**config.mk**
```make
export PLATFORM = sky130hd
export DESIGN_NAME = icon_pixel_to_bitmap_mask_core
export DESIGN_NICKNAME = d
export VERILOG_FILES = /design/src/hw/rtl/ipbm_pkg.sv /design/src/hw/rtl/ipbm_cfg.sv /design/src/hw/rtl/ipbm_calc.sv /design/src/hw/rtl/icon_pixel_to_bitmap_mask_core.sv
export SDC_FILE = /design/constraint.sdc
export NUM_CORES = 1
export LEC_CHECK = 0
export BUFFER_PORTS_ARGS = -buffer_cell sky130_fd_sc_hd__buf_2
export CORE_ASPECT_RATIO = 1.1
export CORE_UTILIZATION = 42
export CTS_BUF_LIST = sky130_fd_sc_hd__clkbuf_16
export CTS_CLUSTER_DIAMETER = 40
export DETAILED_ROUTE_END_ITERATION = 8
export GPL_TIMING_DRIVEN = 1
export PLACE_DENSITY = 0.59
export SYNTH_ARGS = -nofsm -noshare
export SYNTH_HDL_FRONTEND = slang
export SYNTH_SLANG_ARGS = --single-unit
export TNS_END_PERCENT = 30
```
**constraint.sdc**
```tcl
create_clock -name clk_i -period 30.7 [get_ports clk_i]
set_input_delay 6.14 -clock clk_i [delete_from_list [all_inputs] [get_ports clk_i]]
set_output_delay 6.14 -clock clk_i [all_outputs]
set_load 0.01 [all_outputs]
```
**src/hw/rtl/ipbm_pkg.sv**
```systemverilog
// shared types and constants for the icon pixel to bitmap/mask converter
// no dependencies; used by all ipbm modules and the core top level
package ipbm_pkg;

  localparam int unsigned DimW       = 9;
  localparam int unsigned CfgIdxW    = 2;
  localparam int unsigned CfgDataW   = 9;
  localparam int unsigned ColorAddrW = 18;
  localparam int unsigned MaskAddrW  = 13;
  localparam int unsigned DimMax     = (1 << DimW) - 1;
  localparam int unsigned DefMaxSide = 256;

  localparam logic [DimW-1:0] ResetWidth  = DimW'(32);
  localparam logic [DimW-1:0] ResetHeight = DimW'(32);

  localparam int unsigned InTdataW  = 32;
  localparam int unsigned ResultW   = ColorAddrW + 32 + MaskAddrW + 3 + 1;
  localparam int unsigned OutTdataW = ((ResultW + 7) / 8) * 8;

  typedef enum logic [CfgIdxW-1:0] {
    REG_IMAGE_WIDTH  = 2'd0,
    REG_IMAGE_HEIGHT = 2'd1,
    REG_ALPHA_MODE   = 2'd2,
    REG_SRC_ALPHA    = 2'd3
  } cfg_reg_e;

  typedef struct packed {
    logic [DimW-1:0] width;
    logic [DimW-1:0] height;
    logic            alpha_mode;
    logic            source_has_alpha;
  } cfg_t;

  // red in the lowest byte
  typedef struct packed {
    logic [7:0] alpha;
    logic [7:0] blue;
    logic [7:0] green;
    logic [7:0] red;
  } pixel_t;

  // color_address in the lowest bits
  typedef struct packed {
    logic                  mask_flag;
    logic [2:0]            mask_pos;
    logic [MaskAddrW-1:0]  mask_address;
    logic [31:0]           color_data;
    logic [ColorAddrW-1:0] color_address;
  } result_t;

endpackage

```
**src/hw/rtl/ipbm_cfg.sv**
```systemverilog
// configuration registers, clamped image size and pixel position counters
// depends on ipbm_pkg
module ipbm_cfg #(
  parameter int unsigned MAX_SIDE = ipbm_pkg::DefMaxSide,
  parameter int unsigned CNT_W    = 8
) (
  input  logic                          clk_i,
  input  logic                          rst_ni,
  input  logic                          cfg_we_i,
  input  logic [ipbm_pkg::CfgIdxW-1:0]  cfg_index_i,
  input  logic [ipbm_pkg::CfgDataW-1:0] cfg_data_i,
  input  logic                          advance_i,
  output ipbm_pkg::cfg_t                cfg_o,
  output logic [CNT_W-1:0]              col_cnt_o,
  output logic [CNT_W-1:0]              row_cnt_o,
  output logic                          last_o
);

  localparam int unsigned SideCap = (MAX_SIDE < ipbm_pkg::DimMax) ? MAX_SIDE
                                                                  : ipbm_pkg::DimMax;
  localparam int unsigned CmpW    = (CNT_W > ipbm_pkg::DimW) ? CNT_W : ipbm_pkg::DimW;

  logic [ipbm_pkg::DimW-1:0] width_q, width_d, height_q, height_d;
  logic                      alpha_mode_q, alpha_mode_d, src_alpha_q, src_alpha_d;
  logic [CNT_W-1:0]          col_q, col_d, row_q, row_d;
  logic [ipbm_pkg::DimW-1:0] w_clamp, h_clamp;
  logic                      col_end, row_end;

  function automatic logic [ipbm_pkg::DimW-1:0] clamp_side(
    input logic [ipbm_pkg::DimW-1:0] v
  );
    logic [ipbm_pkg::DimW-1:0] res;
    if (v == '0) begin
      res = ipbm_pkg::DimW'(1);
    end else if (32'(v) > SideCap) begin
      res = ipbm_pkg::DimW'(SideCap);
    end else begin
      res = v;
    end
    return res;
  endfunction

  assign w_clamp = clamp_side(width_q);
  assign h_clamp = clamp_side(height_q);
  assign col_end = (CmpW'(col_q) == CmpW'(w_clamp - ipbm_pkg::DimW'(1)));
  assign row_end = (CmpW'(row_q) == CmpW'(h_clamp - ipbm_pkg::DimW'(1)));

  always_comb begin
    width_d      = width_q;
    height_d     = height_q;
    alpha_mode_d = alpha_mode_q;
    src_alpha_d  = src_alpha_q;
    col_d        = col_q;
    row_d        = row_q;
    if (advance_i) begin
      if (col_end) begin
        col_d = '0;
        row_d = row_end ? '0 : row_q + CNT_W'(1);
      end else begin
        col_d = col_q + CNT_W'(1);
      end
    end
    if (cfg_we_i) begin
      case (ipbm_pkg::cfg_reg_e'(cfg_index_i))
        ipbm_pkg::REG_IMAGE_WIDTH: begin
          width_d = cfg_data_i;
          col_d   = '0;
          row_d   = '0;
        end
        ipbm_pkg::REG_IMAGE_HEIGHT: begin
          height_d = cfg_data_i;
          col_d    = '0;
          row_d    = '0;
        end
        ipbm_pkg::REG_ALPHA_MODE: alpha_mode_d = cfg_data_i[0];
        ipbm_pkg::REG_SRC_ALPHA:  src_alpha_d  = cfg_data_i[0];
        default: ;
      endcase
    end
  end

  always_ff @(posedge clk_i or negedge rst_ni) begin
    if (!rst_ni) begin
      width_q      <= ipbm_pkg::ResetWidth;
      height_q     <= ipbm_pkg::ResetHeight;
      alpha_mode_q <= 1'b1;
      src_alpha_q  <= 1'b1;
      col_q        <= '0;
      row_q        <= '0;
    end else begin
      width_q      <= width_d;
      height_q     <= height_d;
      alpha_mode_q <= alpha_mode_d;
      src_alpha_q  <= src_alpha_d;
      col_q        <= col_d;
      row_q        <= row_d;
    end
  end

  assign cfg_o.width            = w_clamp;
  assign cfg_o.height           = h_clamp;
  assign cfg_o.alpha_mode       = alpha_mode_q;
  assign cfg_o.source_has_alpha = src_alpha_q;
  assign col_cnt_o              = col_q;
  assign row_cnt_o              = row_q;
  assign last_o                 = col_end && row_end;

endmodule

```
**src/hw/rtl/ipbm_calc.sv**
```systemverilog
// per-pixel datapath: centering, color and mask addresses, swizzle, mask bit
// depends on ipbm_pkg
module ipbm_calc #(
  parameter int unsigned CNT_W = 8
) (
  input  ipbm_pkg::cfg_t    cfg_i,
  input  ipbm_pkg::pixel_t  pix_i,
  input  logic [CNT_W-1:0]  col_cnt_i,
  input  logic [CNT_W-1:0]  row_cnt_i,
  output ipbm_pkg::result_t res_o
);

  localparam int unsigned AW = ipbm_pkg::ColorAddrW;
  localparam int unsigned DW = ipbm_pkg::DimW;

  logic          wide;
  logic [DW-1:0] side, diff, half;
  logic [AW-1:0] col, row, mstride, stride24, pitch, col_off, prod, caddr, mprod, maddr;
  logic [DW:0]   msum;
  logic [DW+2:0] s3;
  logic          transp;

  always_comb begin
    wide     = cfg_i.width > cfg_i.height;
    side     = wide ? cfg_i.width : cfg_i.height;
    diff     = wide ? cfg_i.width - cfg_i.height : cfg_i.height - cfg_i.width;
    half     = diff >> 1;
    col      = AW'(col_cnt_i) + (wide ? '0 : AW'(half));
    row      = AW'(row_cnt_i) + (wide ? AW'(half) : '0);
    msum     = {1'b0, side} + (DW+1)'(31);
    mstride  = AW'(msum[DW:5]) << 2;
    s3       = (DW+3)'(side) + ((DW+3)'(side) << 1) + (DW+3)'(3);
    stride24 = AW'({s3[DW+2:2], 2'b00});
    pitch    = cfg_i.alpha_mode ? (AW'(side) << 2) : stride24;
    col_off  = cfg_i.alpha_mode ? (col << 2) : (col + (col << 1));
    prod     = row * pitch;
    caddr    = prod + col_off;
    mprod    = row * mstride;
    maddr    = mprod + (col >> 3);
    transp   = cfg_i.source_has_alpha && !pix_i.alpha[7];

    res_o.color_address = caddr;
    res_o.mask_address  = maddr[ipbm_pkg::MaskAddrW-1:0];
    res_o.mask_pos      = 3'd7 - col[2:0];
    if (cfg_i.alpha_mode) begin
      res_o.color_data = {pix_i.alpha, pix_i.red, pix_i.green, pix_i.blue};
      res_o.mask_flag  = (pix_i.alpha == 8'd0);
    end else begin
      res_o.color_data = transp ? 32'd0 : {8'd0, pix_i.red, pix_i.green, pix_i.blue};
      res_o.mask_flag  = transp;
    end
  end

endmodule

```
**src/hw/rtl/icon_pixel_to_bitmap_mask_core.sv**
```systemverilog
// icon pixel to bitmap/mask converter, top level
// one pixel beat in on the s_axis side gives one color and mask write beat on m_axis;
// configuration over a plain write port (width, height, alpha mode, source alpha).
// pixels arrive in loop order, bottom-up rows; the image is centered in a square
// bitmap whose side is the larger dimension. each output beat carries the color
// byte address and data and the mask byte address, bit index and bit; tlast marks
// the final pixel of the image.
// an input beat passes an input register and then a result register, with the address
// arithmetic (one multiply per address) between them.
// throughput is one pixel per cycle; s_axis_tready drops only when both stages are
// full and m_axis_tready is low, and a held result keeps its beat stable.
// reset clears the stage valids, the pixel counters and restores the register
// defaults (32 x 32, alpha mode, source alpha). writing width or height restarts
// the image at the first pixel.
// depends on ipbm_pkg, ipbm_cfg, ipbm_calc
module icon_pixel_to_bitmap_mask_core #(
  parameter int unsigned MAX_SIDE = ipbm_pkg::DefMaxSide
) (
  input  logic                            clk_i,
  input  logic                            rst_ni,
  input  logic                            cfg_we_i,
  input  logic [ipbm_pkg::CfgIdxW-1:0]    cfg_index_i,
  input  logic [ipbm_pkg::CfgDataW-1:0]   cfg_data_i,
  input  logic                            s_axis_tvalid,
  output logic                            s_axis_tready,
  // red, green, blue, alpha
  input  logic [ipbm_pkg::InTdataW-1:0]   s_axis_tdata,
  output logic                            m_axis_tvalid,
  input  logic                            m_axis_tready,
  // color_address, color_data, mask_address, mask_pos, mask_flag, zero fill
  output logic [ipbm_pkg::OutTdataW-1:0]  m_axis_tdata,
  output logic                            m_axis_tlast
);

  localparam int unsigned CNT_W = (MAX_SIDE > 1) ? $clog2(MAX_SIDE) : 1;

  ipbm_pkg::cfg_t    cfg;
  ipbm_pkg::pixel_t  pix_q;
  ipbm_pkg::result_t res, res_q;
  logic [CNT_W-1:0]  col_cnt, row_cnt, col_q, row_q;
  logic              cnt_last, last_q, out_last_q;
  logic              s1_valid_q, s1_valid_d, out_valid_q, out_valid_d;
  logic              in_acc, s1_move;

  assign s1_move       = s1_valid_q && (!out_valid_q || m_axis_tready);
  assign s_axis_tready = !s1_valid_q || s1_move;
  assign in_acc        = s_axis_tvalid && s_axis_tready;

  ipbm_cfg #(
    .MAX_SIDE (MAX_SIDE),
    .CNT_W    (CNT_W)
  ) u_cfg (
    .clk_i       (clk_i),
    .rst_ni      (rst_ni),
    .cfg_we_i    (cfg_we_i),
    .cfg_index_i (cfg_index_i),
    .cfg_data_i  (cfg_data_i),
    .advance_i   (in_acc),
    .cfg_o       (cfg),
    .col_cnt_o   (col_cnt),
    .row_cnt_o   (row_cnt),
    .last_o      (cnt_last)
  );

  ipbm_calc #(
    .CNT_W (CNT_W)
  ) u_calc (
    .cfg_i     (cfg),
    .pix_i     (pix_q),
    .col_cnt_i (col_q),
    .row_cnt_i (row_q),
    .res_o     (res)
  );

  always_comb begin
    s1_valid_d = s1_valid_q;
    if (in_acc) begin
      s1_valid_d = 1'b1;
    end else if (s1_move) begin
      s1_valid_d = 1'b0;
    end
    out_valid_d = out_valid_q;
    if (s1_move) begin
      out_valid_d = 1'b1;
    end else if (m_axis_tready) begin
      out_valid_d = 1'b0;
    end
  end

  always_ff @(posedge clk_i or negedge rst_ni) begin
    if (!rst_ni) begin
      s1_valid_q  <= 1'b0;
      out_valid_q <= 1'b0;
    end else begin
      s1_valid_q  <= s1_valid_d;
      out_valid_q <= out_valid_d;
    end
  end

  always_ff @(posedge clk_i) begin
    if (in_acc) begin
      pix_q  <= ipbm_pkg::pixel_t'(s_axis_tdata);
      col_q  <= col_cnt;
      row_q  <= row_cnt;
      last_q <= cnt_last;
    end
    if (s1_move) begin
      res_q      <= res;
      out_last_q <= last_q;
    end
  end

  assign m_axis_tvalid = out_valid_q;
  assign m_axis_tdata  = ipbm_pkg::OutTdataW'(res_q);
  assign m_axis_tlast  = out_last_q;

endmodule

```
==> results by group, run 1 <==
Status
  – Outcome: complete, no violations

STA
  – Final Critical Period: 12.71 ns
  – TNS Setup: 0 ns
  – Hold_ws: 0.4274 ns
  – Measured slew at the worst slew-check pin: just over 1 ns
  – Final setup viols: 0
  – Max Freq: 0.07869 GHz
  – Final period util: 0.4140
  – Clock Skews: 0.01729 ns
  – Fin. Hold Viols: 0
  – RSZ-0062 raised after global routing: false
  – Slew Viols, Final: 0
  – Max_slew headroom: 0.3274

Setup path
  – CP Data Required Time: 24.56 ns
  – Most common cell on crit path: buf_2
  – Crit Path Class: input pin to output pin
  – Max FO, Critical Path: 3
  – Cell family with most CP delay: buffers and inverters
  – WP buf/inv: 2
  – Crit-path cells: buf_2 -> nand3b_1 -> buf_2
  – Crit. End Element: output pin
  – Critical path arrival: 6.57 ns
  – Crit path largest cell delay: approximately 0.17 ns
  – CP startpoint kind: input pin
  – CP max stage cell: nand3b_1

Hold path
  – Hold Crit Class: register to register

Clock tree
  – # H-tree levels: 4
  – CTS Buffer Depth: 2
  – Clock Root Buffer: clkbuf_16
  – Post-CTS Resized: 0
  – CTS tree: built
  – Clk pin slew, worst setup/hold paths: 0.07 ns
  – Inserted Clock Buffers: 17
  – CTS Hold Bufs: 0
  – Clk_lat worst skew: 0.43 ns
  – Clock sink count: 155
  – Number of post-CTS setup repair buffers: 0

Floorplan
  – Rows: 67
  – Total core area: just over 0.03 sq mm
  – Initial Util: 0.4304
  – Die span in x: 171.1 um
  – Die H: between 150 and 200 um
  – I/O Pins: 123
  – Die area: 0.03216 sq mm

Layout
  – Share of cells above drive strength 1: 0.1396
  – P&R area growth vs syn: 12.86%
  – # diodes: 0
  – Layout Nets: 1703

Synthesis
  – Top_reg_cell synth: edfxtp_1
  – Post-synth EDFFs: between 100 and 150
  – Netlist cell types: 74
  – Gate Count Post-Synth: 1327
  – Per-instance average area after synthesis: 9.952 sq um
  – Synth Warn #: 0
  – Post-Syn Area: 0.01321 sq mm
  – Yosys reg bits: 155
  – Sequential area share after synthesis: 0.3384
  – Post-synth ARST share: 0.2452

GRT
  – Initial antenna violation count: 0
  – Gr ovfl total: 0
  – Vias in the first global route: ~9600
  – Tot GR Track Use: 0.1905
  – First-pass GRT wire length: 47.90 mm
  – Largest net degree at the start of global routing: 64

Job
  – Max-cap violation count: 0

Route
  – Via count: 9373
  – Iter 0 DRT Violations: 493
  – Drt wl/cell: 15.39 um
  – Via density per instance: ~5
  – DRT antenna net count: 0
  – WL final: about 29 mm
  – Pre-Repair DR Iteration Count: 5
  – Drt drc: 0

Placement
  – Port buffer count: between 100 and 150
  – Gpl congestion: 0.9180
  – DP HPWL: around 23 mm
-- cell families (layout without fill, tap and decap cells) --
kind of cell,count (synthesis),in the layout,synth area share
AND/OR/NAND/NOR,410,410,0.1525
buffers and inverters,216,339,0.06452
adder cells (fa/ha/maj),214,214,0.2522
AO/OA/AOI/OAI,195,195,0.09351
flip-flops,155,155,0.3384
XOR/XNOR,113,113,0.07911
multiplexers,23,23,0.01942
other,1,5,0.0002840
-- stage by stage --
stage	setup WS, ns	utilization	instance area, sq um	cells
after CTS	17.99	0.4858	14900	1868
after detailed placement	17.99	0.4637	14230	1836
after global routing	17.95	0.4858	14900	1868
after global placement	18.00	0.4637	14230	1836
final	17.99	0.4858	14900	1868
after floorplan	18.21	-	13220	1331
-- final timing paths --
kind                                  start            endpoint  slack, ns  cells past startpoint
hold reg to reg                      last_q        m_axis_tlast       0.43                      0
max in group asynchronous            rst_ni  u_cfg.col_cnt_o[6]      24.35                      1
setup reg to reg           u_cfg.width_q[6]    m_axis_tdata[17]      19.38                     36
hold / removal                       last_q        m_axis_tlast       0.43                      0
min in group asynchronous            rst_ni  u_cfg.row_cnt_o[6]       5.80                      1
setup / recovery              m_axis_tready       s_axis_tready      17.99                      3
-- synth_stat cells (all sizes together), types with 20 or more instances --
library cell / n / share of area
and2: 33 / 0.016
nand2: 105 / 0.030
nor3: 21 / 0.0083
a21oi: 75 / 0.028
xnor2: 72 / 0.048
mux2: 21 / 0.018
fa: 87 / 0.13
nor2: 111 / 0.032
edfxtp: 117 / 0.27
ha: 127 / 0.12
nor2b: 47 / 0.022
inv: 181 / 0.051
dfrtp: 34 / 0.064
xor2: 37 / 0.025
o21ai: 41 / 0.016
nand3: 23 / 0.0087
clkbuf: 20 / 0.0057
-- worst reg2reg max path, delay by kind of cell (launching register included) --
kind	cells	cell delay (ns)
XOR/XNOR	2	0.78
buffers and inverters	4	0.20
AND/OR/NAND/NOR	10	3.42
AO/OA/AOI/OAI	11	2.50
adder cells (fa/ha/maj)	9	3.75
flip-flops	1	0.44
-- area by class of cell --
cell class                 instances  area, sq um
clock buffer                      17        425.4
clock inverter                    15        250.2
fill                            2905        15780
inverter                         181        679.4
multi-input combinational        960         7909
sequential                       155         4469
tap                              414        518.0
timing repair buffer             126        653.1
-- state kept, by name, summed over array words and instances (netlist names) --
signal and count:
pix_q 32, u_cfg.row_cnt_o 8, m_axis_tlast 1, s1_valid_q 1, last_q 1, u_cfg.height_q 9
u_cfg.alpha_mode_q 1, u_cfg.width_q 9, u_cfg.col_cnt_o 8, row_q 8, m_axis_tvalid 1, m_axis_tdata 67
col_q 8, u_cfg.src_alpha_q 1
-- per-layer routing --
metal / GRT usage / routed length (um) / vias to the layer above
met5: 0 / 0 / -
met4: 0.04258 / 373 / 0
met3: 0.02554 / 832 / 24
met2: 0.3365 / 14220 / 175
met1: 0.2453 / 13320 / 4508
li1: - / - / 4666
-- cells in the final DEF (no fill, tap or decap), types with 4 or more instances in the layout --
cell | synthesis | routed
nor4_1 | 5 | 5
nand2_1 | 105 | 105
and3_1 | 8 | 8
xnor3_1 | 4 | 4
o21ai_0 | 34 | 34
buf_4 | 8 | 9
dfstp_2 | 4 | 4
buf_2 | 3 | 117
nand2b_1 | 19 | 19
fa_1 | 87 | 87
nand4_1 | 13 | 13
nor3_1 | 20 | 20
and4_1 | 4 | 4
conb_1 | 1 | 5
o21ai_1 | 7 | 7
and2_1 | 33 | 31
or3_1 | 4 | 4
o31ai_1 | 4 | 4
ha_1 | 127 | 127
nor2_1 | 111 | 111
or2_2 | 4 | 4
inv_1 | 179 | 179
dfrtp_1 | 34 | 34
o21bai_1 | 19 | 19
clkbuf_16 | 0 | 17
xnor2_1 | 72 | 72
mux2_2 | 21 | 21
edfxtp_1 | 117 | 117
nor2b_1 | 47 | 47
a21o_1 | 17 | 17
nand3_1 | 23 | 23
inv_8 | 0 | 5
a21oi_1 | 75 | 75
xor2_1 | 37 | 37
bufinv_16 | 0 | 5
o22ai_1 | 4 | 4
Power of run 1 is not shown: default switching activity piles up to over one toggle a cycle in this logic, so the estimate is an artifact.
==> run 2: changes to the inputs <==
Settings changed: PLACE_DENSITY 0.59 to 0.61.
Clock period 30.7 ns to 11.51 ns, I/O delays scaled along.
==> results by group, run 2 (synthesis results as in run 1) <==
Setup path
  – Crit. End Element: register
  – Crit path largest cell delay: 0.55 ns (+0.38 ns)
  – Crit Path Class: register to register
  – Reg-to-reg critical path startpoint: u_cfg.width_q[6]
  – RR Endpoint: m_axis_tdata[17]
  – Most common cell on crit path: fa_1
  – Critical path arrival: 11.02 ns (+4.45 ns)
  – CP max stage cell: fa_1
  – Register-to-Register Path Depth: 37 (+2.8%)
  – Max FO, Critical Path: 17 (+14)
  – CP Data Required Time: 11.70 ns (-12.86 ns)
  – Slack of the worst reg-to-reg path: 0.69 ns (-18.69 ns)
  – CP startpoint kind: register

Floorplan
  – Die span in x: 171.1 um (unchanged)
  – I/O Pins: 123 (unchanged)
  – Total core area: 0.03068 sq mm (unchanged)
  – Rows: 67 (unchanged)
  – Die area: 0.03216 sq mm (unchanged)
  – Die H: 188.0 um (unchanged)
  – Initial Util: 0.4304 (unchanged)

Route
  – Routed wl met3: 1.067 mm (+28%)
  – Via density per instance: 5.038 (+0.41%)
  – Via count: 9467 (+1.0%)
  – Pre-Repair DR Iteration Count: 5 (unchanged)
  – DRT antenna net count: 0 (unchanged)
  – WL final: 29.78 mm (+3.6%)
  – WL met2: 14.75 mm (+3.7%)
  – M1 wire length: 13.35 mm (+0.24%)
  – Drt wl/cell: 15.85 um (+3.0%)
  – Top sig layer: met4
  – Iter 0 DRT Violations: 472 (-4.3%)
  – Drt drc: 0 (unchanged)

GRT
  – Vias in the first global route: 9519 (-0.57%)
  – Gr ovfl total: 0 (unchanged)
  – Tot GR Track Use: 0.1971 (+0.006577)
  – First-pass GRT wire length: 49.27 mm (+2.9%)
  – Initial antenna violation count: 0 (unchanged)
  – Largest net degree at the start of global routing: 67 (+4.7%)

STA
  – Max_slew headroom: 0.3819 (+0.05453)
  – Hold_ws: 0.4339 ns (+0.006506 ns)
  – Max Freq: 0.09239 GHz
  – Slew Viols, Final: 0 (unchanged)
  – Measured slew at the worst slew-check pin: 0.9174 ns (-0.09148 ns)
  – RSZ-0062 raised after global routing: false
  – Final period util: 0.9404
  – TNS Setup: 0 ns (unchanged)
  – Final setup viols: 0 (unchanged)
  – Final Critical Period: between 10 and 15 ns
  – Clock Skews: 0.01774 ns (+0.0004523 ns)
  – Fin. Hold Viols: 0 (unchanged)

Job
  – Max-cap violation count: 0 (unchanged)

Status
  – Outcome: complete, no violations

Layout
  – Final Non-Filler Cells: 1879 (+0.59%)
  – Layout Nets: 1713 (+0.59%)
  – Max FFs per register: 67 (unchanged)
  – Storage cell area: 0.004472 sq mm (about the same)
  – P&R area growth vs syn: 13.12%
  – Fill count: 2888 (-0.59%)
  – Footprint of the multi-input gates: 0.007949 sq mm (+0.51%)
  – Most common cell after layout, fill and taps aside: inv_1
  – Share of cells above drive strength 1: 0.1523 (+0.01271)
  – Most frequent cells in the layout: 179 x inv_1, 127 x ha_1, 117 x edfxtp_1, 117 x buf_2, 110 x nor2_1

Clock tree
  – Clk_lat worst skew: 0.44 ns (about the same)
  – # H-tree levels: 4 (unchanged)
  – Clock Root Buffer: clkbuf_16
  – Clk pin slew, worst setup/hold paths: 0.08 ns (about the same)
  – Number of post-CTS setup repair buffers: 0 (unchanged)
  – CTS Buffer Depth: 2 (unchanged)
  – CTS tree: built
  – Inserted Clock Buffers: 17 (unchanged)
  – Clock sink count: 155 (unchanged)

Placement
  – Gpl congestion: 0.8872 (-3.4%)
  – Cells after DPL: 1846 (+0.54%)
  – DP HPWL: 23.62 mm (+4.2%)
  – Port buffer count: 117 (unchanged)

Hold path
  – Worst Hold End: m_axis_tlast
  – Hold Crit Class: register to register
  – Hold depth: 0 (unchanged)
  – Min-delay src: last_q
## run 2: worst max path at each step
| stage | to | slack [ns] | cells after the start | startpoint |
|---|---|---|---|---|
| floorplan | m_axis_tdata[17] | 1.46 | 41 | u_cfg.width_q[5] |
| global placement | m_axis_tdata[17] | 0.61 | 35 | u_cfg.height_q[8] |
| detailed placement | m_axis_tdata[17] | 0.55 | 36 | u_cfg.width_q[8] |
| CTS | m_axis_tdata[17] | 0.52 | 36 | u_cfg.width_q[8] |
| global route | m_axis_tdata[17] | 0.005 | 37 | u_cfg.width_q[6] |
| finish | m_axis_tdata[17] | 0.69 | 37 | u_cfg.width_q[6] |
## run 2: layer usage
layer  vias to the layer above  GRT usage
li1                       4688          -
met1                      4525     0.2528
met2                       222     0.3432
met5                         -          0
met4                         0    0.05769
met3                        32    0.02617
## run 2: final cells by class
class                   instances  area share
well taps                     414     0.03467
repair buffers                136     0.04874
clock inverters                15     0.01106
diodes                          1   0.0001675
clock buffers                  17     0.02848
multi-input cells             960      0.5321
flip-flops and latches        155      0.2993
inverters                     181     0.04548
## run 2: what timing repair did
action | in CTS | in global routing
endpoints found under the hold margin | 0 | 0
endpoints found under the setup margin | 0 | 1
resized for setup | 0 | 12
hold buffers | 0 | 0
## run 2: through the flow
stage            util  cell area (sq um)  worst slack (ns)
6_report       0.4869              14940            0.6862
5_1_grt        0.4868              14940          0.004866
4_1_cts        0.4854              14890            0.5171
3_5_place_dp   0.4662              14300            0.5468
3_3_place_gp   0.4662              14300            0.6136
2_1_floorplan       -              13220             1.456
## run 2: critical path: cells and delay by family, from the launching register on
| family | cells | cell delay, ns |
|---|---|---|
| XOR/XNOR | 3 | 1.07 |
| buffers and inverters | 5 | 0.46 |
| adder cells (fa/ha/maj) | 8 | 3.58 |
| AO/OA/AOI/OAI | 10 | 2.17 |
| AND/OR/NAND/NOR | 11 | 2.84 |
| flip-flops | 1 | 0.43 |
Power of run 2 is left out for the same reason.
==> run 3: changes to the inputs <==
Settings changed: CORE_MARGIN set to 5, CTS_CLUSTER_DIAMETER 40 to 150, GPL_TIMING_DRIVEN 1 to unset.
==> results by group, run 3 (synthesis results as in run 1) <==
Clock tree
  – CTS Hold Bufs: 0 (unchanged)
  – # H-tree levels: 4 (unchanged)
  – Clk pin slew, worst setup/hold paths: 0.07 ns (about the same)
  – CTS tree: built
  – Inserted Clock Buffers: 17 (unchanged)
  – Clock Root Buffer: clkbuf_16
  – CTS Buffer Depth: 2 (unchanged)
  – Clock sink count: 155 (unchanged)
  – Number of post-CTS setup repair buffers: 0 (unchanged)
  – Clk_lat worst skew: 0.43 ns (about the same)
  – Post-CTS Resized: 0 (unchanged)

Floorplan
  – I/O Pins: 123 (unchanged)
  – Initial Util: 0.4229 (-0.007485)
  – Die H: 196.0 um (+4.3%)
  – Total core area: 0.03122 sq mm (+1.8%)
  – Die area: 0.03509 sq mm (+9.1%)
  – Die span in x: 179.1 um (+4.7%)
  – Rows: 68 (+1.5%)

STA
  – Measured slew at the worst slew-check pin: 0.9063 ns (-0.01109 ns)
  – Slew Viols, Final: 0 (unchanged)
  – Clock Skews: 0.02131 ns (+0.003569 ns)
  – Final Critical Period: 10.80 ns (-0.02468 ns)
  – Final setup viols: 0 (unchanged)
  – Final period util: 0.9382 (-0.002144)
  – Fin. Hold Viols: 0 (unchanged)
  – RSZ-0062 raised after global routing: false
  – Max_slew headroom: 0.3958 (+0.01386)
  – Max Freq: 0.09260 GHz (+0.23%)
  – TNS Setup: 0 ns (unchanged)

Setup path
  – Most common cell on crit path: inv_1
  – Reg-to-reg critical path startpoint: u_cfg.height_q[8]
  – Critical path arrival: 10.98 ns (-0.04 ns)
  – CP max stage cell: dfrtp_1
  – RR Endpoint: m_axis_tdata[17]
  – WP buf/inv: 7 (+2)
  – Slack of the worst reg-to-reg path: 0.71 ns (+0.02 ns)
  – Register-to-Register Path Depth: 35 (-5.4%)
  – Crit. End Element: register
  – CP Data Required Time: 11.69 ns (about the same)
  – Max FO, Critical Path: 14 (-3)
  – Crit path largest cell delay: 0.60 ns (+0.05 ns)
  – Crit Path Class: register to register
  – CP startpoint kind: register
  – Cell family with most CP delay: adder cells

Hold path
  – Hold depth: 0 (unchanged)
  – Worst Hold End: m_axis_tlast
  – Hold Crit Class: register to register
  – Min-delay src: last_q

Route
  – Drt wl/cell: 15.85 um (about the same)
  – WL final: 29.87 mm (+0.29%)
  – Drt drc: 0 (unchanged)
  – Iter 0 DRT Violations: 406 (-14%)
  – Pre-Repair DR Iteration Count: 5 (unchanged)
  – DRT antenna net count: 0 (unchanged)
  – Via density per instance: 4.986 (-1.0%)
  – Via count: 9399 (-0.72%)

Placement
  – Port buffer count: 117 (unchanged)
  – DP HPWL: 23.85 mm (+0.95%)
  – Gpl congestion: 0.8968 (+1.1%)

Layout
  – Share of cells above drive strength 1: 0.1488 (-0.003517)
  – Most common cell after layout, fill and taps aside: inv_1
  – P&R area growth vs syn: 13.07% (about the same)
  – Max FFs per register: 67 (unchanged)
  – # diodes: 0 (-1)
  – Layout Nets: 1714 (+0.058%)
  – Util after Layout: 0.4782 (-0.008668)
  – Most frequent cells in the layout: 180 x inv_1, 127 x ha_1, 117 x edfxtp_1, 117 x buf_2, 110 x nor2_1

Job
  – Max-cap violation count: 0 (unchanged)

GRT
  – Met2 Use GR: 0.3072 (-0.03595)
  – Met1 Use GR: 0.2320 (-0.02078)
  – GRT Max-Usage Layer: met2
  – Gr ovfl total: 0 (unchanged)
  – Initial antenna violation count: 0 (unchanged)
  – Met3 usage: 0.02428 (-0.001889)
  – Largest net degree at the start of global routing: 65 (-3.0%)
  – Tot GR Track Use: 0.1781 (-0.01900)
  – First-pass GRT wire length: 49.34 mm (+0.15%)
  – Vias in the first global route: 9597 (+0.82%)

Status
  – Outcome: complete, no violations
[run 3: changes by cell type in the layout (fill, tap and decap cells not counted), moves of 2 or more]
cell        change
dfrtp_2         -2
dfrtp_1         +2
o21ai_1         +4
inv_6           +2
clkinv_2        -2
clkinvlp_4      +3
o21ai_2         -2
o21ai_0         -2
clkinv_4        -3
[run 3: worst max path at each step]
stage	from	end	slack, ns	cells after the start
detailed placement	u_cfg.width_q[6]	m_axis_tdata[17]	0.42	35
global placement	u_cfg.width_q[6]	m_axis_tdata[17]	0.56	35
finish	u_cfg.height_q[8]	m_axis_tdata[17]	0.71	35
floorplan	u_cfg.width_q[5]	m_axis_tdata[17]	1.46	41
CTS	u_cfg.width_q[5]	m_axis_tdata[17]	0.44	35
global route	u_cfg.height_q[8]	m_axis_tdata[17]	0.02	35
[run 3: final cells by class]
type	count	area, sq um
clock buffer	17	425.4
fill	2953	16290
sequential	155	4469
inverter	181	679.4
clock inverter	15	161.4
tap	420	525.5
timing repair buffer	137	735.7
multi-input combinational	960	7936
[run 3: per-layer routing]
layer	vias up	routed length, um
li1	4677	-
met1	4518	13390
met2	167	14810
met3	37	1007
met4	0	663
met5	-	0
[run 3: through the flow]
| stage | instance area (sq um) | std cells | worst slack, ns | hold WS, ns |
|---|---|---|---|---|
| 3_3_place_gp | 14320 | 1853 | 0.5605 | 0.4040 |
| 4_1_cts | 14910 | 1885 | 0.4368 | 0.4246 |
| 6_report | 14930 | 1885 | 0.7109 | 0.4222 |
| 5_1_grt | 14930 | 1885 | 0.02236 | 0.4408 |
| 3_5_place_dp | 14320 | 1853 | 0.4151 | 0.4109 |
| 2_1_floorplan | 13220 | 1331 | 1.456 | 0.4003 |
Power of run 3 is left out for the same reason.
